--- src/hdl/slfc_pkg.sv ---
// Shared types and constants of the stereo long FIR convolver.
// Depends on nothing; imported by every module of the block but slfc_ram.
`default_nettype none

package slfc_pkg;

   localparam int unsigned FUNC_W       = 2;
   localparam int unsigned SAMPLE_W     = 24;
   localparam int unsigned COEF_W       = 24;
   localparam int unsigned COEF_INDEX_W = 12;
   localparam int unsigned CH_COUNT_W   = 2;
   localparam int unsigned TAP_COUNT_W  = 13;
   localparam int unsigned CSR_INDEX_W  = 2;
   localparam int unsigned CSR_DATA_W   = 13;
   localparam int unsigned PROD_W       = SAMPLE_W + COEF_W;
   localparam int unsigned ACC_W        = 64;
   localparam int unsigned FRAC_BITS    = 23;

   // Item function codes.
   localparam logic [FUNC_W-1:0] FUNC_SAMPLE = 2'd0;
   localparam logic [FUNC_W-1:0] FUNC_COEF   = 2'd1;
   localparam logic [FUNC_W-1:0] FUNC_CLEAR  = 2'd2;

   // Configuration register indexes.
   localparam logic [CSR_INDEX_W-1:0] CSR_CHANNEL_COUNT = 2'd0;
   localparam logic [CSR_INDEX_W-1:0] CSR_TAP_COUNT     = 2'd1;
   localparam logic [CSR_INDEX_W-1:0] CSR_BYPASS        = 2'd2;

   // Saturation limits of an output sample.
   localparam logic signed [SAMPLE_W-1:0] SAT_HI = {1'b0, {(SAMPLE_W-1){1'b1}}};
   localparam logic signed [SAMPLE_W-1:0] SAT_LO = {1'b1, {(SAMPLE_W-1){1'b0}}};

   // Sequencer to multiply-accumulate datapath.
   typedef struct packed {
      logic issue;      // memory reads for one tap go out this cycle
      logic hist_zero;  // the history entry being read was never written
      logic acc_clear;  // start of a new sum
   } mac_ctl_type;

   // Sequencer to result register.
   typedef struct packed {
      logic load;  // load the result register this cycle
      logic pass;  // result is the bypassed sample
   } rsp_ctl_type;

   // Rounded and saturated sums of both channels.
   typedef struct packed {
      logic [SAMPLE_W-1:0] left;
      logic [SAMPLE_W-1:0] right;
      logic                clip_l;
      logic                clip_r;
   } mac_res_type;

endpackage

`default_nettype wire

--- src/hdl/slfc_mac.sv ---
// Two-channel multiply-accumulate pipeline with rounding and saturation.
// Depends on slfc_pkg; fed by the memory read data and the sequencer.
`default_nettype none

module slfc_mac (
   input  logic                          clock,
   input  logic                          reset,
   input  slfc_pkg::mac_ctl_type         mac_ctl,
   input  logic [slfc_pkg::SAMPLE_W-1:0] hist_rdata,
   input  logic [2*slfc_pkg::COEF_W-1:0] coef_rdata,
   output logic                          mac_busy,
   output slfc_pkg::mac_res_type         mac_res
);

   import slfc_pkg::*;

   localparam logic signed [ACC_W-1:0] ROUND_HALF =
      {{(ACC_W-FRAC_BITS){1'b0}}, 1'b1, {(FRAC_BITS-1){1'b0}}};

   logic                     b_vld_ff, b_hzero_ff, c_vld_ff;
   logic signed [SAMPLE_W-1:0] hist_s;
   logic signed [COEF_W-1:0]   coef_l_s, coef_r_s;
   logic signed [PROD_W-1:0]   prod_l_ff, prod_r_ff, prod_l_in, prod_r_in;
   logic signed [ACC_W-1:0]    acc_l_ff, acc_r_ff, acc_l_in, acc_r_in;
   logic [SAMPLE_W:0]          sat_l, sat_r;

   // Returns {clip, sample}: add one half, floor, then saturate.
   function automatic logic [SAMPLE_W:0] round_sat(input logic signed [ACC_W-1:0] acc);
      logic signed [ACC_W-1:0] biased;
      logic signed [ACC_W-1:0] shifted;
      biased  = acc + ROUND_HALF;
      shifted = biased >>> FRAC_BITS;
      if (shifted > ACC_W'(SAT_HI)) begin
         round_sat = {1'b1, SAT_HI};
      end else if (shifted < ACC_W'(SAT_LO)) begin
         round_sat = {1'b1, SAT_LO};
      end else begin
         round_sat = {1'b0, shifted[SAMPLE_W-1:0]};
      end
   endfunction

   always_comb begin
      hist_s   = b_hzero_ff ? '0 : $signed(hist_rdata);
      coef_l_s = $signed(coef_rdata[COEF_W-1:0]);
      coef_r_s = $signed(coef_rdata[2*COEF_W-1:COEF_W]);
      prod_l_in = coef_l_s * hist_s;
      prod_r_in = coef_r_s * hist_s;

      acc_l_in = acc_l_ff;
      acc_r_in = acc_r_ff;
      if (mac_ctl.acc_clear) begin
         acc_l_in = '0;
         acc_r_in = '0;
      end else if (c_vld_ff) begin
         acc_l_in = acc_l_ff + ACC_W'(prod_l_ff);
         acc_r_in = acc_r_ff + ACC_W'(prod_r_ff);
      end
   end

   always_ff @(posedge clock) begin
      if (reset) begin
         b_vld_ff <= 1'b0;
         c_vld_ff <= 1'b0;
      end else begin
         b_vld_ff <= mac_ctl.issue;
         c_vld_ff <= b_vld_ff;
      end
      b_hzero_ff <= mac_ctl.hist_zero;
      prod_l_ff  <= prod_l_in;
      prod_r_ff  <= prod_r_in;
      acc_l_ff   <= acc_l_in;
      acc_r_ff   <= acc_r_in;
   end

   assign sat_l = round_sat(acc_l_ff);
   assign sat_r = round_sat(acc_r_ff);

   assign mac_busy       = b_vld_ff | c_vld_ff;
   assign mac_res.left   = sat_l[SAMPLE_W-1:0];
   assign mac_res.right  = sat_r[SAMPLE_W-1:0];
   assign mac_res.clip_l = sat_l[SAMPLE_W];
   assign mac_res.clip_r = sat_r[SAMPLE_W];

endmodule

`default_nettype wire

--- config.mk ---
export PLATFORM = sky130hd
export DESIGN_NAME = slfc_mac
export DESIGN_NICKNAME = d
export VERILOG_FILES = /design/src/hdl/slfc_pkg.sv /design/src/hdl/slfc_mac.sv
export SDC_FILE = /design/constraint.sdc
export NUM_CORES = 2
export LEC_CHECK = 0
export BUFFER_PORTS_ARGS = -buffer_cell sky130_fd_sc_hd__buf_2
export CORE_AREA = 5 5 388 390
export DETAILED_ROUTE_END_ITERATION = 10
export DIE_AREA = 0 0 393 395
export GPL_ROUTABILITY_DRIVEN = 0
export GPL_TIMING_DRIVEN = 0
export PLACE_DENSITY = 0.53
export SETUP_SLACK_MARGIN = 0.2
export SLEW_MARGIN = 5
export SYNTH_ARGS = -nofsm -noshare
export SYNTH_HDL_FRONTEND = slang
export SYNTH_SLANG_ARGS = --single-unit
--- constraint.sdc ---
create_clock -name clock -period 22.9 [get_ports clock]
set_input_delay 0 -clock clock [delete_from_list [all_inputs] [get_ports clock]]
set_output_delay 0 -clock clock [all_outputs]
set_load 0.03 [all_outputs]
==> summary.md <==
| Metric | Value |
|---|---|
| Maximum clock skew at final layout | `17.2 ps` |
| FF-to-FF Start | `b_hzero_ff` |
| Standard-cell row count | `141` |
| Tightest Pin Transition | `1490 ps` |
| Setup repair after global routing missed its margin | `false` |
| Horiz. Die Dim | `393 um` |
| Number of nets produced by synthesis | `8316` |
| Number of maximum-capacitance constraint violations | `1` |
| Crit start category | `flip-flop` |
| Hold Violations, Final | `0` |
| Maximum number of pins on one net before global-route repair | `19` |
| CTS sink cnt | `227` |
| Number of nets in the layout | `8477` |
| Synth Warn # | `0` |
| Worst Hold Class | `in2reg` |
| Synthesized instance count | `6627` |
| Launch instance of the worst min-delay path | `mac_ctl[0]` |
| Required arrival time at the worst endpoint | `23260 ps` |
| Number of CTS-inserted buffers | `25` |
| Sequential area share after synthesis | `7.79%` |
| Overflow after GRT | `0` |
| Area growth syn-to-layout | `6.98%` |
| Synth async-reset ratio | `0%` |
| Synth cell types | `95` |
| Area of the mapped netlist | `0.0583 sq mm` |
| First-pass detailed-route iteration total | `5` |
| Number of H-tree levels | `1` |
| Drt wl/cell | `22.7 um` |
| Number of antenna violations at the first check in global routing | `42` |
| Floorplan core area | `0.147 sq mm` |
| Die height | `395 um` |
| Most frequently used flop master after synthesis | `sky130_fd_sc_hd__dfxtp_1` |
| Failing checks | `max-capacitance violations` |
| Synthesized flop and latch total | `227` |
| Vias | `46800` |
| Critical path endpoint category | `flip-flop` |
| Post-synth EDFFs | `0` |
| Buffer type at the clock tree root | `sky130_fd_sc_hd__clkbuf_16` |
| Placed wire-length estimate after detailed placement | `170000 um` |
| Total negative setup slack | `0 ps` |
| Wire length of the first global-routing pass | `303000 um` |
| Count of antenna-violating nets left after detailed routing | `0` |
| Crit-path max cell delay | `980 ps` |
| Violation count after the first detailed-route iteration | `3321` |
| Highest clock frequency the design can meet | `87.2 MHz` |
| Final setup violation count | `0` |
| Outcome | `complete, but fails checks` |
| Crit path time final | `11460 ps` |
| Starting utilization of the core area | `39.7%` |
| Number of instances resized during post-cts repair | `0` |
| Die Footprint | `0.155 sq mm` |
| Drt drc | `0` |
| Final wirelength | `199000 um` |
| Slowest library cell on the worst path | `sky130_fd_sc_hd__a211oi_1` |
| Critical path peak fanout | `10` |
| Port Buffer Count | `127` |
| Crit path cell chain | `clkbuf_1 > nor2b_1 > clkbuf_1 > clkbuf_1 > and2_1 > fa_1 > fa_1 > inv_1 > fa_1 > inv_1 > fa_1 > fa_1 > fa_1 > fa_1 > ha_1 > nand4_1 > nor3_1 > a211oi_1 > o21a_1 > and2_1 > a211oi_1 > nand3_1 > o21ai_0 > xor2_1` |
| Worst rel slew slack | `0.486%` |
| Vias in the first global route | `49400` |
| Fraction of the cycle the final worst path needs | `50.1%` |
| Fin. max-slew vios | `0` |
| CP Data Arrival Time | `11830 ps` |
| Clock transition at the registers of the reported paths | `70 ps` |
| Launching element of the worst setup path | `b_hzero_ff` |
| Clock tree from TritonCTS | `yes` |
| Overall track demand over capacity in global routing | `25.9%` |
| Share of final-layout standard cells stronger than drive strength 1 | `3.60%` |
| Clock buffer depth | `3` |
| Via count normalized by instance count | `5.34` |
| Kind of critical path | `reg2reg` |
| Syn avg cell area | `8.80 sq um` |
| Number of top-level pins | `128` |
| Worst skew pair latency | `560 ps` |
| Cell repeated most along the worst path | `sky130_fd_sc_hd__fa_1` |
through the flow:
stage                     util (%)  cells  setup slack (ps)  hold WS, ps  cell area, sq um
after floorplan                  -   6627             15440         27.7             58300
after global placement        41.8   8684             10950          104             61400
after detailed placement      41.8   8685             11660          110             61400
after CTS                     42.5   8737             11600         2.32             62300
after global routing          42.5   8739             11010         48.2             62300
final                         42.5   8769             11440         29.5             62400
final timing paths:
kind | slack, ps | cells after the start | end
max reg2reg | 11440 | 24 | prod_l_ff[45]
max | 11440 | 24 | prod_l_ff[45]
min | 30 | 3 | acc_r_ff[45]
min reg2reg | 460 | 1 | c_vld_ff
per-layer routing:
metal | wire length, um | part of all wire (%) | GRT usage, % | vias up
met5 | 68 | 0.034 | 0 | -
met4 | 8790 | 4.4 | 9.35 | 10
met3 | 14300 | 7.2 | 4.44 | 400
met2 | 92800 | 47 | 42.5 | 1611
met1 | 83400 | 42 | 34.5 | 23900
li1 | - | - | - | 20900
Yosys cell counts (17+ instances only):
library cell                  n  area, sq um
sky130_fd_sc_hd__or2_2       18          113
sky130_fd_sc_hd__nor2_1     287         1080
sky130_fd_sc_hd__clkbuf_1   297         1110
sky130_fd_sc_hd__nand2b_1    33          206
sky130_fd_sc_hd__inv_1     1246         4680
sky130_fd_sc_hd__o31ai_1     17          128
sky130_fd_sc_hd__o21bai_1    32          240
sky130_fd_sc_hd__nor3_1      48          240
sky130_fd_sc_hd__nand3_1     64          320
sky130_fd_sc_hd__a21oi_1    266         1330
sky130_fd_sc_hd__and2_1     556         3480
sky130_fd_sc_hd__ha_1       396         4950
sky130_fd_sc_hd__a21o_1     123          923
sky130_fd_sc_hd__a31oi_1     28          175
sky130_fd_sc_hd__nor2b_1     53          332
sky130_fd_sc_hd__xor2_1     105          920
sky130_fd_sc_hd__xnor2_1    169         1480
sky130_fd_sc_hd__o211ai_1    21          158
sky130_fd_sc_hd__nand4_1     61          382
sky130_fd_sc_hd__dfxtp_1    227         4540
sky130_fd_sc_hd__nand2_1    769         2890
sky130_fd_sc_hd__o21a_1      37          278
sky130_fd_sc_hd__and3_1      38          238
sky130_fd_sc_hd__o21ai_0    182          911
sky130_fd_sc_hd__mux2i_1     65          651
sky130_fd_sc_hd__a211oi_1    33          248
sky130_fd_sc_hd__fa_1      1216        24300
final cells by class:
type                    instances  area (sq um)
fillers                     14900         84400
multi-input cells            4831         47900
inverters                    1247          4680
flip-flops and latches        227          4540
well taps                    1930          2410
plain buffers                 322          1260
repair buffers                134           703
clock buffers                  27           633
clock inverters                19           236
diodes                         32          80.1
sequential cells by signal, indices dropped and copies added, names as in the netlist:
register    flops
acc_l_ff       64
acc_r_ff       64
prod_l_ff      48
prod_r_ff      48
b_hzero_ff      1
b_vld_ff        1
c_vld_ff        1
worst max-delay path: cells and delay by family, from the launching register on:
kind	cells	cell delay (ps)
compound gates	4	1460
xor+xnor	1	860
fa+ha+maj	8	4650
buf+inv	5	2040
flops	1	850
simple gates	6	1360
logic make-up (layout without fill, tap and decap cells):
| group | count (synthesis) | after routing | share of synthesized area, % |
|---|---|---|---|
| mux | 68 | 68 | 1.17 |
| compound gates | 869 | 869 | 9.48 |
| simple gates | 2008 | 2008 | 17.0 |
| fa+ha+maj | 1612 | 1612 | 50.2 |
| buf+inv | 1569 | 1749 | 10.2 |
| xor+xnor | 274 | 274 | 4.11 |
| other cells | 0 | 32 | 0 |
| flops | 227 | 227 | 7.79 |
layout by cell type, fill, tap and decap left out, drive strengths merged, types with 13 or more instances in the layout:
cell / instances
o21bai: 32
and2: 558
nor2: 289
nand2: 771
clkbuf: 325
nand2b: 33
o31ai: 17
a21o: 123
diode: 32
dfxtp: 227
fa: 1216
ha: 396
xor2: 105
nand3: 65
nand4: 62
a211oi: 33
xnor2: 169
o21a: 37
nor2b: 53
a31oi: 28
nor4: 13
or3: 14
mux2i: 65
nor3: 48
buf: 152
or2: 21
o211ai: 21
inv: 1251
and4: 14
o21ai: 198
a21oi: 267
and3: 38
timing repair:
| item | CTS | global route |
|---|---|---|
| hold buffers | 6 | 0 |
| endpoints found under the hold margin | 7 | 0 |
| buffers inserted | 0 | 0 |
Power is left out: the tool's default activity adds up to more than one toggle a clock period on the data nets, which glitch-free logic cannot reach.
