### src/hdl/slfc_pkg.sv
// Shared types and constants of the stereo long FIR convolver.
// Depends on nothing; imported by every module of the block but slfc_ram.
`default_nettype none

package slfc_pkg;

   localparam int unsigned FUNC_W       = 2;
   localparam int unsigned SAMPLE_W     = 24;
   localparam int unsigned COEF_W       = 24;
   localparam int unsigned COEF_INDEX_W = 12;
   localparam int unsigned CH_COUNT_W   = 2;
   localparam int unsigned TAP_COUNT_W  = 13;
   localparam int unsigned CSR_INDEX_W  = 2;
   localparam int unsigned CSR_DATA_W   = 13;
   localparam int unsigned PROD_W       = SAMPLE_W + COEF_W;
   localparam int unsigned ACC_W        = 64;
   localparam int unsigned FRAC_BITS    = 23;

   // Item function codes.
   localparam logic [FUNC_W-1:0] FUNC_SAMPLE = 2'd0;
   localparam logic [FUNC_W-1:0] FUNC_COEF   = 2'd1;
   localparam logic [FUNC_W-1:0] FUNC_CLEAR  = 2'd2;

   // Configuration register indexes.
   localparam logic [CSR_INDEX_W-1:0] CSR_CHANNEL_COUNT = 2'd0;
   localparam logic [CSR_INDEX_W-1:0] CSR_TAP_COUNT     = 2'd1;
   localparam logic [CSR_INDEX_W-1:0] CSR_BYPASS        = 2'd2;

   // Saturation limits of an output sample.
   localparam logic signed [SAMPLE_W-1:0] SAT_HI = {1'b0, {(SAMPLE_W-1){1'b1}}};
   localparam logic signed [SAMPLE_W-1:0] SAT_LO = {1'b1, {(SAMPLE_W-1){1'b0}}};

   // Sequencer to multiply-accumulate datapath.
   typedef struct packed {
      logic issue;      // memory reads for one tap go out this cycle
      logic hist_zero;  // the history entry being read was never written
      logic acc_clear;  // start of a new sum
   } mac_ctl_type;

   // Sequencer to result register.
   typedef struct packed {
      logic load;  // load the result register this cycle
      logic pass;  // result is the bypassed sample
   } rsp_ctl_type;

   // Rounded and saturated sums of both channels.
   typedef struct packed {
      logic [SAMPLE_W-1:0] left;
      logic [SAMPLE_W-1:0] right;
      logic                clip_l;
      logic                clip_r;
   } mac_res_type;

endpackage

`default_nettype wire

### src/hdl/slfc_ctrl.sv
// Sequencer: item decode, tap walk over the history and coefficient memories,
// history pointer and fill marker. Depends on slfc_pkg.
`default_nettype none

module slfc_ctrl #(
   parameter int unsigned MAX_TAPS = 4096,
   localparam int unsigned PTR_W = $clog2(MAX_TAPS)
) (
   input  logic                             clock,
   input  logic                             reset,
   input  logic                             req_valid,
   output logic                             req_ready,
   input  logic [slfc_pkg::FUNC_W-1:0]       req_func,
   input  logic [slfc_pkg::COEF_INDEX_W-1:0] req_coef_index,
   input  logic                             bypass,
   input  logic [slfc_pkg::TAP_COUNT_W-1:0]  tap_count,
   input  logic                             mac_busy,
   input  logic                             rsp_free,
   output logic                             hist_we,
   output logic [PTR_W-1:0]                 hist_waddr,
   output logic [PTR_W-1:0]                 hist_raddr,
   output logic                             coef_we,
   output logic [PTR_W-1:0]                 coef_waddr,
   output logic [PTR_W-1:0]                 coef_raddr,
   output slfc_pkg::mac_ctl_type            mac_ctl,
   output slfc_pkg::rsp_ctl_type            rsp_ctl
);

   import slfc_pkg::*;

   localparam int unsigned CMP_W = (PTR_W + 1 > TAP_COUNT_W) ? PTR_W + 1 : TAP_COUNT_W;
   localparam int unsigned IDX_W =
      ((COEF_INDEX_W > PTR_W) ? COEF_INDEX_W : PTR_W) + 1;
   localparam logic [PTR_W-1:0] PTR_LAST = PTR_W'(MAX_TAPS - 1);

   typedef enum logic [4:0] {
      S_IDLE  = 5'b00001,
      S_MAC   = 5'b00010,
      S_DRAIN = 5'b00100,
      S_EMIT  = 5'b01000,
      S_CWR   = 5'b10000
   } state_type;

   state_type        state_ff, state_in;
   logic [PTR_W-1:0] ptr_ff, ptr_in;
   logic             full_ff, full_in;
   logic [PTR_W-1:0] k_ff, k_in;
   logic [PTR_W-1:0] rd_idx_ff, rd_idx_in;
   logic             wrapped_ff, wrapped_in;
   logic [PTR_W-1:0] last_k_ff, last_k_in;
   logic [PTR_W-1:0] coef_addr_ff, coef_addr_in;
   logic             pass_ff, pass_in;
   logic             accept;
   logic [CMP_W-1:0] tc_ext, taps_ext;
   logic [IDX_W-1:0] idx_ext;
   logic             idx_ok;

   always_comb begin
      tc_ext = CMP_W'(tap_count);
      if (tc_ext == '0) begin
         taps_ext = CMP_W'(1);
      end else if (tc_ext > CMP_W'(MAX_TAPS)) begin
         taps_ext = CMP_W'(MAX_TAPS);
      end else begin
         taps_ext = tc_ext;
      end
      idx_ext = IDX_W'(req_coef_index);
      idx_ok  = idx_ext < IDX_W'(MAX_TAPS);
   end

   assign req_ready = (state_ff == S_IDLE);
   assign accept    = req_valid & req_ready;

   always_comb begin
      state_in     = state_ff;
      ptr_in       = ptr_ff;
      full_in      = full_ff;
      k_in         = k_ff;
      rd_idx_in    = rd_idx_ff;
      wrapped_in   = wrapped_ff;
      last_k_in    = last_k_ff;
      coef_addr_in = coef_addr_ff;
      pass_in      = pass_ff;
      hist_we      = 1'b0;
      coef_we      = 1'b0;
      coef_raddr   = k_ff;
      mac_ctl      = '0;
      rsp_ctl      = '0;

      unique case (state_ff)
         S_IDLE: begin
            coef_raddr = PTR_W'(idx_ext);
            if (accept) begin
               unique case (req_func)
                  FUNC_SAMPLE: begin
                     if (bypass) begin
                        pass_in  = 1'b1;
                        state_in = S_EMIT;
                     end else begin
                        // The new sample lands at the pointer before the walk starts.
                        hist_we           = 1'b1;
                        pass_in           = 1'b0;
                        k_in              = '0;
                        rd_idx_in         = ptr_ff;
                        wrapped_in        = 1'b0;
                        last_k_in         = PTR_W'(taps_ext - CMP_W'(1));
                        mac_ctl.acc_clear = 1'b1;
                        state_in          = S_MAC;
                     end
                  end
                  FUNC_COEF: begin
                     if (idx_ok) begin
                        coef_addr_in = PTR_W'(idx_ext);
                        state_in     = S_CWR;
                     end
                  end
                  FUNC_CLEAR: begin
                     ptr_in  = '0;
                     full_in = 1'b0;
                  end
                  default: begin
                  end
               endcase
            end
         end
         S_MAC: begin
            // Entries behind the pointer are live only once the history has filled.
            mac_ctl.issue     = 1'b1;
            mac_ctl.hist_zero = wrapped_ff & ~full_ff;
            if (k_ff == last_k_ff) begin
               ptr_in   = (ptr_ff == PTR_LAST) ? '0 : ptr_ff + PTR_W'(1);
               full_in  = full_ff | (ptr_ff == PTR_LAST);
               state_in = S_DRAIN;
            end else begin
               k_in       = k_ff + PTR_W'(1);
               rd_idx_in  = (rd_idx_ff == '0) ? PTR_LAST : rd_idx_ff - PTR_W'(1);
               wrapped_in = wrapped_ff | (rd_idx_ff == '0);
            end
         end
         S_DRAIN: begin
            if (!mac_busy) begin
               state_in = S_EMIT;
            end
         end
         S_EMIT: begin
            rsp_ctl.pass = pass_ff;
            if (rsp_free) begin
               rsp_ctl.load = 1'b1;
               state_in     = S_IDLE;
            end
         end
         S_CWR: begin
            coef_we  = 1'b1;
            state_in = S_IDLE;
         end
         default: begin
            state_in = S_IDLE;
         end
      endcase
   end

   always_ff @(posedge clock) begin
      if (reset) begin
         state_ff <= S_IDLE;
         ptr_ff   <= '0;
         full_ff  <= 1'b0;
      end else begin
         state_ff <= state_in;
         ptr_ff   <= ptr_in;
         full_ff  <= full_in;
      end
      k_ff         <= k_in;
      rd_idx_ff    <= rd_idx_in;
      wrapped_ff   <= wrapped_in;
      last_k_ff    <= last_k_in;
      coef_addr_ff <= coef_addr_in;
      pass_ff      <= pass_in;
   end

   assign hist_waddr = ptr_ff;
   assign hist_raddr = rd_idx_ff;
   assign coef_waddr = coef_addr_ff;

endmodule

`default_nettype wire

### config.mk
export PLATFORM = sky130hd
export DESIGN_NAME = slfc_ctrl
export DESIGN_NICKNAME = d
export VERILOG_FILES = /design/src/hdl/slfc_pkg.sv /design/src/hdl/slfc_ctrl.sv
export SDC_FILE = /design/constraint.sdc
export NUM_CORES = 1
export LEC_CHECK = 0
export ABC_AREA = 0
export BUFFER_PORTS_ARGS = -buffer_cell sky130_fd_sc_hd__buf_4
export CORE_ASPECT_RATIO = 0.7
export CORE_MARGIN = 1
export CORE_UTILIZATION = 54
export CTS_CLUSTER_DIAMETER = 40
export DETAILED_ROUTE_END_ITERATION = 10
export HOLD_SLACK_MARGIN = 0.05
export PLACE_DENSITY = 0.8
export SYNTH_ARGS = -nofsm -noshare
export SYNTH_HDL_FRONTEND = slang
export SYNTH_SLANG_ARGS = --single-unit
### constraint.sdc
create_clock -name clock -period 3.4 [get_ports clock]
set_input_delay 0.51 -clock clock [delete_from_list [all_inputs] [get_ports clock]]
set_output_delay 0.51 -clock clock [all_outputs]
set_load 0.005 [all_outputs]
==> results.toml <==
[die]
die-height_um = 72.1
initial_core_util_pct = 56.2
die_w_um = 102
io_pins = 89
core_area_mm2 = 0.00676
die_area_mm2 = 0.00737
rows = 25

[global_route]
overflow = 0
grt_pass1_vias = 3158
antenna_found_initial = 0
grt_max_degree = 24
grtUsageTotal_pct = 27.4
grt_pass1_wl_um = 15300

[timing]
drv_slew = 0
post-route-min-period_ns = 2.79
setup_tns_ns = 0
rsz0062_at_grt = "false"
tightest_slew_ns = 0.961
min_period_over_period_pct = 82.0
slew_headroom_pct = 35.3
finalHoldViolCount = 0
setup_viol = 0
max_freq_mhz = 359
finClkSkew_ns = 0.0114

[clocking]
cts_made_buffers = 9
cts_buffer_depth = 2
cts_setup_buffers = 0
clk_pin_slew_worst_paths_ns = 0.08
post_cts_resized = 0
cts.sinks = 68
ctsHtreeMaxLevel = 3
tritoncts = "yes"
insertion_delay_ns = 0.35
hold_buffers = 0
clockRootBuffer = "clkbuf_8"

[detailed_routing]
drc = 0
ant_nets = 0
routed_wl_um = 9660
wire_per_inst_um = 16.6
routed_via_density = 5.89
firstDrtPassIters = 5
vias = 3421
drt_iter0_drc = 245

[power_and_ir_drop]
p_switching_mw = 0.545
combPwrFrac_pct = 17.0
vdd_drop_max_mv = 0.191
power_density_mw_per_mm2 = 417
p_int_mw = 1.43
seq_power_share_pct = 49.7
swShare_pct = 27.7
power.leakage_nw = 1.87
clkPwrFrac_pct = 33.3

[cells_and_area]
fin_nets = 520
stdcell_count = 581
seq_area_mm2 = 0.00186
drive_above_1_share_pct = 25.7
nFillCells = 557
area_growth_syn_to_layout_pct = 24.8
antenna_cells = 0
multi_input_area_mm2 = 0.00181

[logic_synthesis]
async_flop_share_pct = 0
synth-edff-count = 50
ys_ff_latch = 68
synth.top_cell.area_share_pct = 39.6
ys_seq_area_share_pct = 49.1
avgSynthCellArea_um2 = 9.68
synthFlopType = "edfxtp_1"
synth_area_leader_cell = "edfxtp_1"
syn_inst = 392
netlist_area_mm2 = 0.00379
synth_cell_types = 58
synth_nets = 430
yosys_warnings = 0
synthTopCellsByArea = "edfxtp_1 40%, dfxtp_1 9.5%, nand2_1 5.7%"

[setup_path]
cp.arrival_ns = 2.28
start_kind = "flop"
cp-end-kind = "output pin"
reg2reg_depth = 6
worstPathMaxFanout = 23
required_ns = 2.89
crit_type = "flop to output pin"

[status]
outcome = "finished clean"

[placed_design]
portBuffers = 88
place_congestion = 0.898
dp.cells = 565
dp_hpwl_um = 7300

[flow_run]
maxCapViolCount = 0

[hold_path]
min_path_type = "input pin to flop"
whs_path_depth = 1
[power groups by stage]
| stage | Clock, mW | Combinational (mW) | Sequential [mW] |
|---|---|---|---|
| global placement | 0 | 0.323 | 0.996 |
| CTS | 0.659 | 0.337 | 0.980 |
| global route | 0.693 | 0.371 | 0.986 |
| floorplan | 0 | 0.177 | 0.983 |
| detailed placement | 0 | 0.336 | 0.998 |
| finish | 0.656 | 0.335 | 0.981 |
[per-stage QoR]
step	total power, mW	utilization (%)	cell area, um2	hold WS [ns]	setup slack, ns
after CTS	1.98	70.1	4730	0.332	0.622
after detailed placement	1.33	67.2	4540	0.451	0.682
after floorplan	1.16	-	3790	0.421	0.836
final	1.97	70.1	4730	0.341	0.612
after global routing	2.05	70.1	4730	0.328	0.511
after global placement	1.32	67.2	4540	0.441	0.760
[cells by family after synthesis]
group                    count (synthesis)  synth area share (%)
buffers and inverters                   28                  3.40
adder cells (fa/ha/maj)                  5                  1.65
XOR/XNOR                                32                  7.58
AO/OA/AOI/OAI                           65                  10.9
flip-flops                              68                  49.1
AND/OR/NAND/NOR                        192                  26.9
multiplexers                             2                 0.528
[state kept, by name (all words and copies together) (netlist names)]
register and flops:
full_ff 1, wrapped_ff 1, last_k_ff 12, hist_waddr 12
coef_waddr 12, hist_raddr 12, k_ff 12, pass_ff 1
state_ff 5
[layout make-up]
type | instances | area share [%]
sequential | 68 | 39.3
tap | 94 | 2.48
clock buffer | 9 | 2.62
multi-input combinational | 296 | 38.3
clock inverter | 7 | 1.43
inverter | 14 | 1.11
timing repair buffer | 93 | 14.7
[placed cells by master, fill, tap and decap left out, drive strengths merged, types with 3 or more instances in the layout]
cell	Yosys	routed
a21oi	19	19
a22o	6	6
and2	3	3
and3	5	5
buf	6	93
clkbuf	8	9
clkinv	0	4
dfxtp	18	18
edfxtp	50	50
ha	5	5
inv	14	14
nand2	58	58
nand2b	8	8
nand3	20	20
nand4	7	7
nor2	47	47
nor2b	3	3
nor3	9	9
nor4	16	16
o21ai	20	20
o31ai	4	4
or3	3	3
or4	4	4
xnor2	10	10
xor2	22	22
[worst max-delay path, cell delays in order (launching register included)]
cell      delay (ns)
dfxtp_1         0.45
nor4b_4         0.37
nand2b_2        0.38
inv_2           0.40
and3_1          0.22
buf_4           0.11
[layer usage]
| metal | vias up | wire [um] | global-route usage, % |
|---|---|---|---|
| li1 | 1609 | - | - |
| met1 | 1603 | 4330 | 38.9 |
| met2 | 188 | 4330 | 42.2 |
| met3 | 21 | 829 | 5.20 |
| met4 | 0 | 180 | 10.0 |
| met5 | - | 0 | 0 |
[final timing paths]
kind / start / to / slack, ns
setup / recovery: state_ff[1] / mac_ctl[1] / 0.61
hold reg to reg: full_ff / full_ff / 0.47
hold / removal: req_coef_index[7] / coef_waddr[7] / 0.34
setup reg to reg: state_ff[1] / hist_waddr[8] / 0.79
[synth_stat cells (3+ instances only)]
master    count
a21oi_1      19
a22o_1        6
and2_1        3
and3_1        4
clkbuf_1      8
dfxtp_1      18
edfxtp_1     50
ha_1          5
inv_1        13
nand2_1      58
nand2b_1      7
nand3_1      20
nand4_1       6
nor2_1       47
nor2b_1       3
nor3_1        8
nor4_1       10
nor4_2        4
o21ai_0      10
o21ai_1      10
o31ai_1       4
or3_1         3
or4_1         4
xnor2_1      10
xor2_1       21
Note: power is estimated with default switching activity, not from simulation.
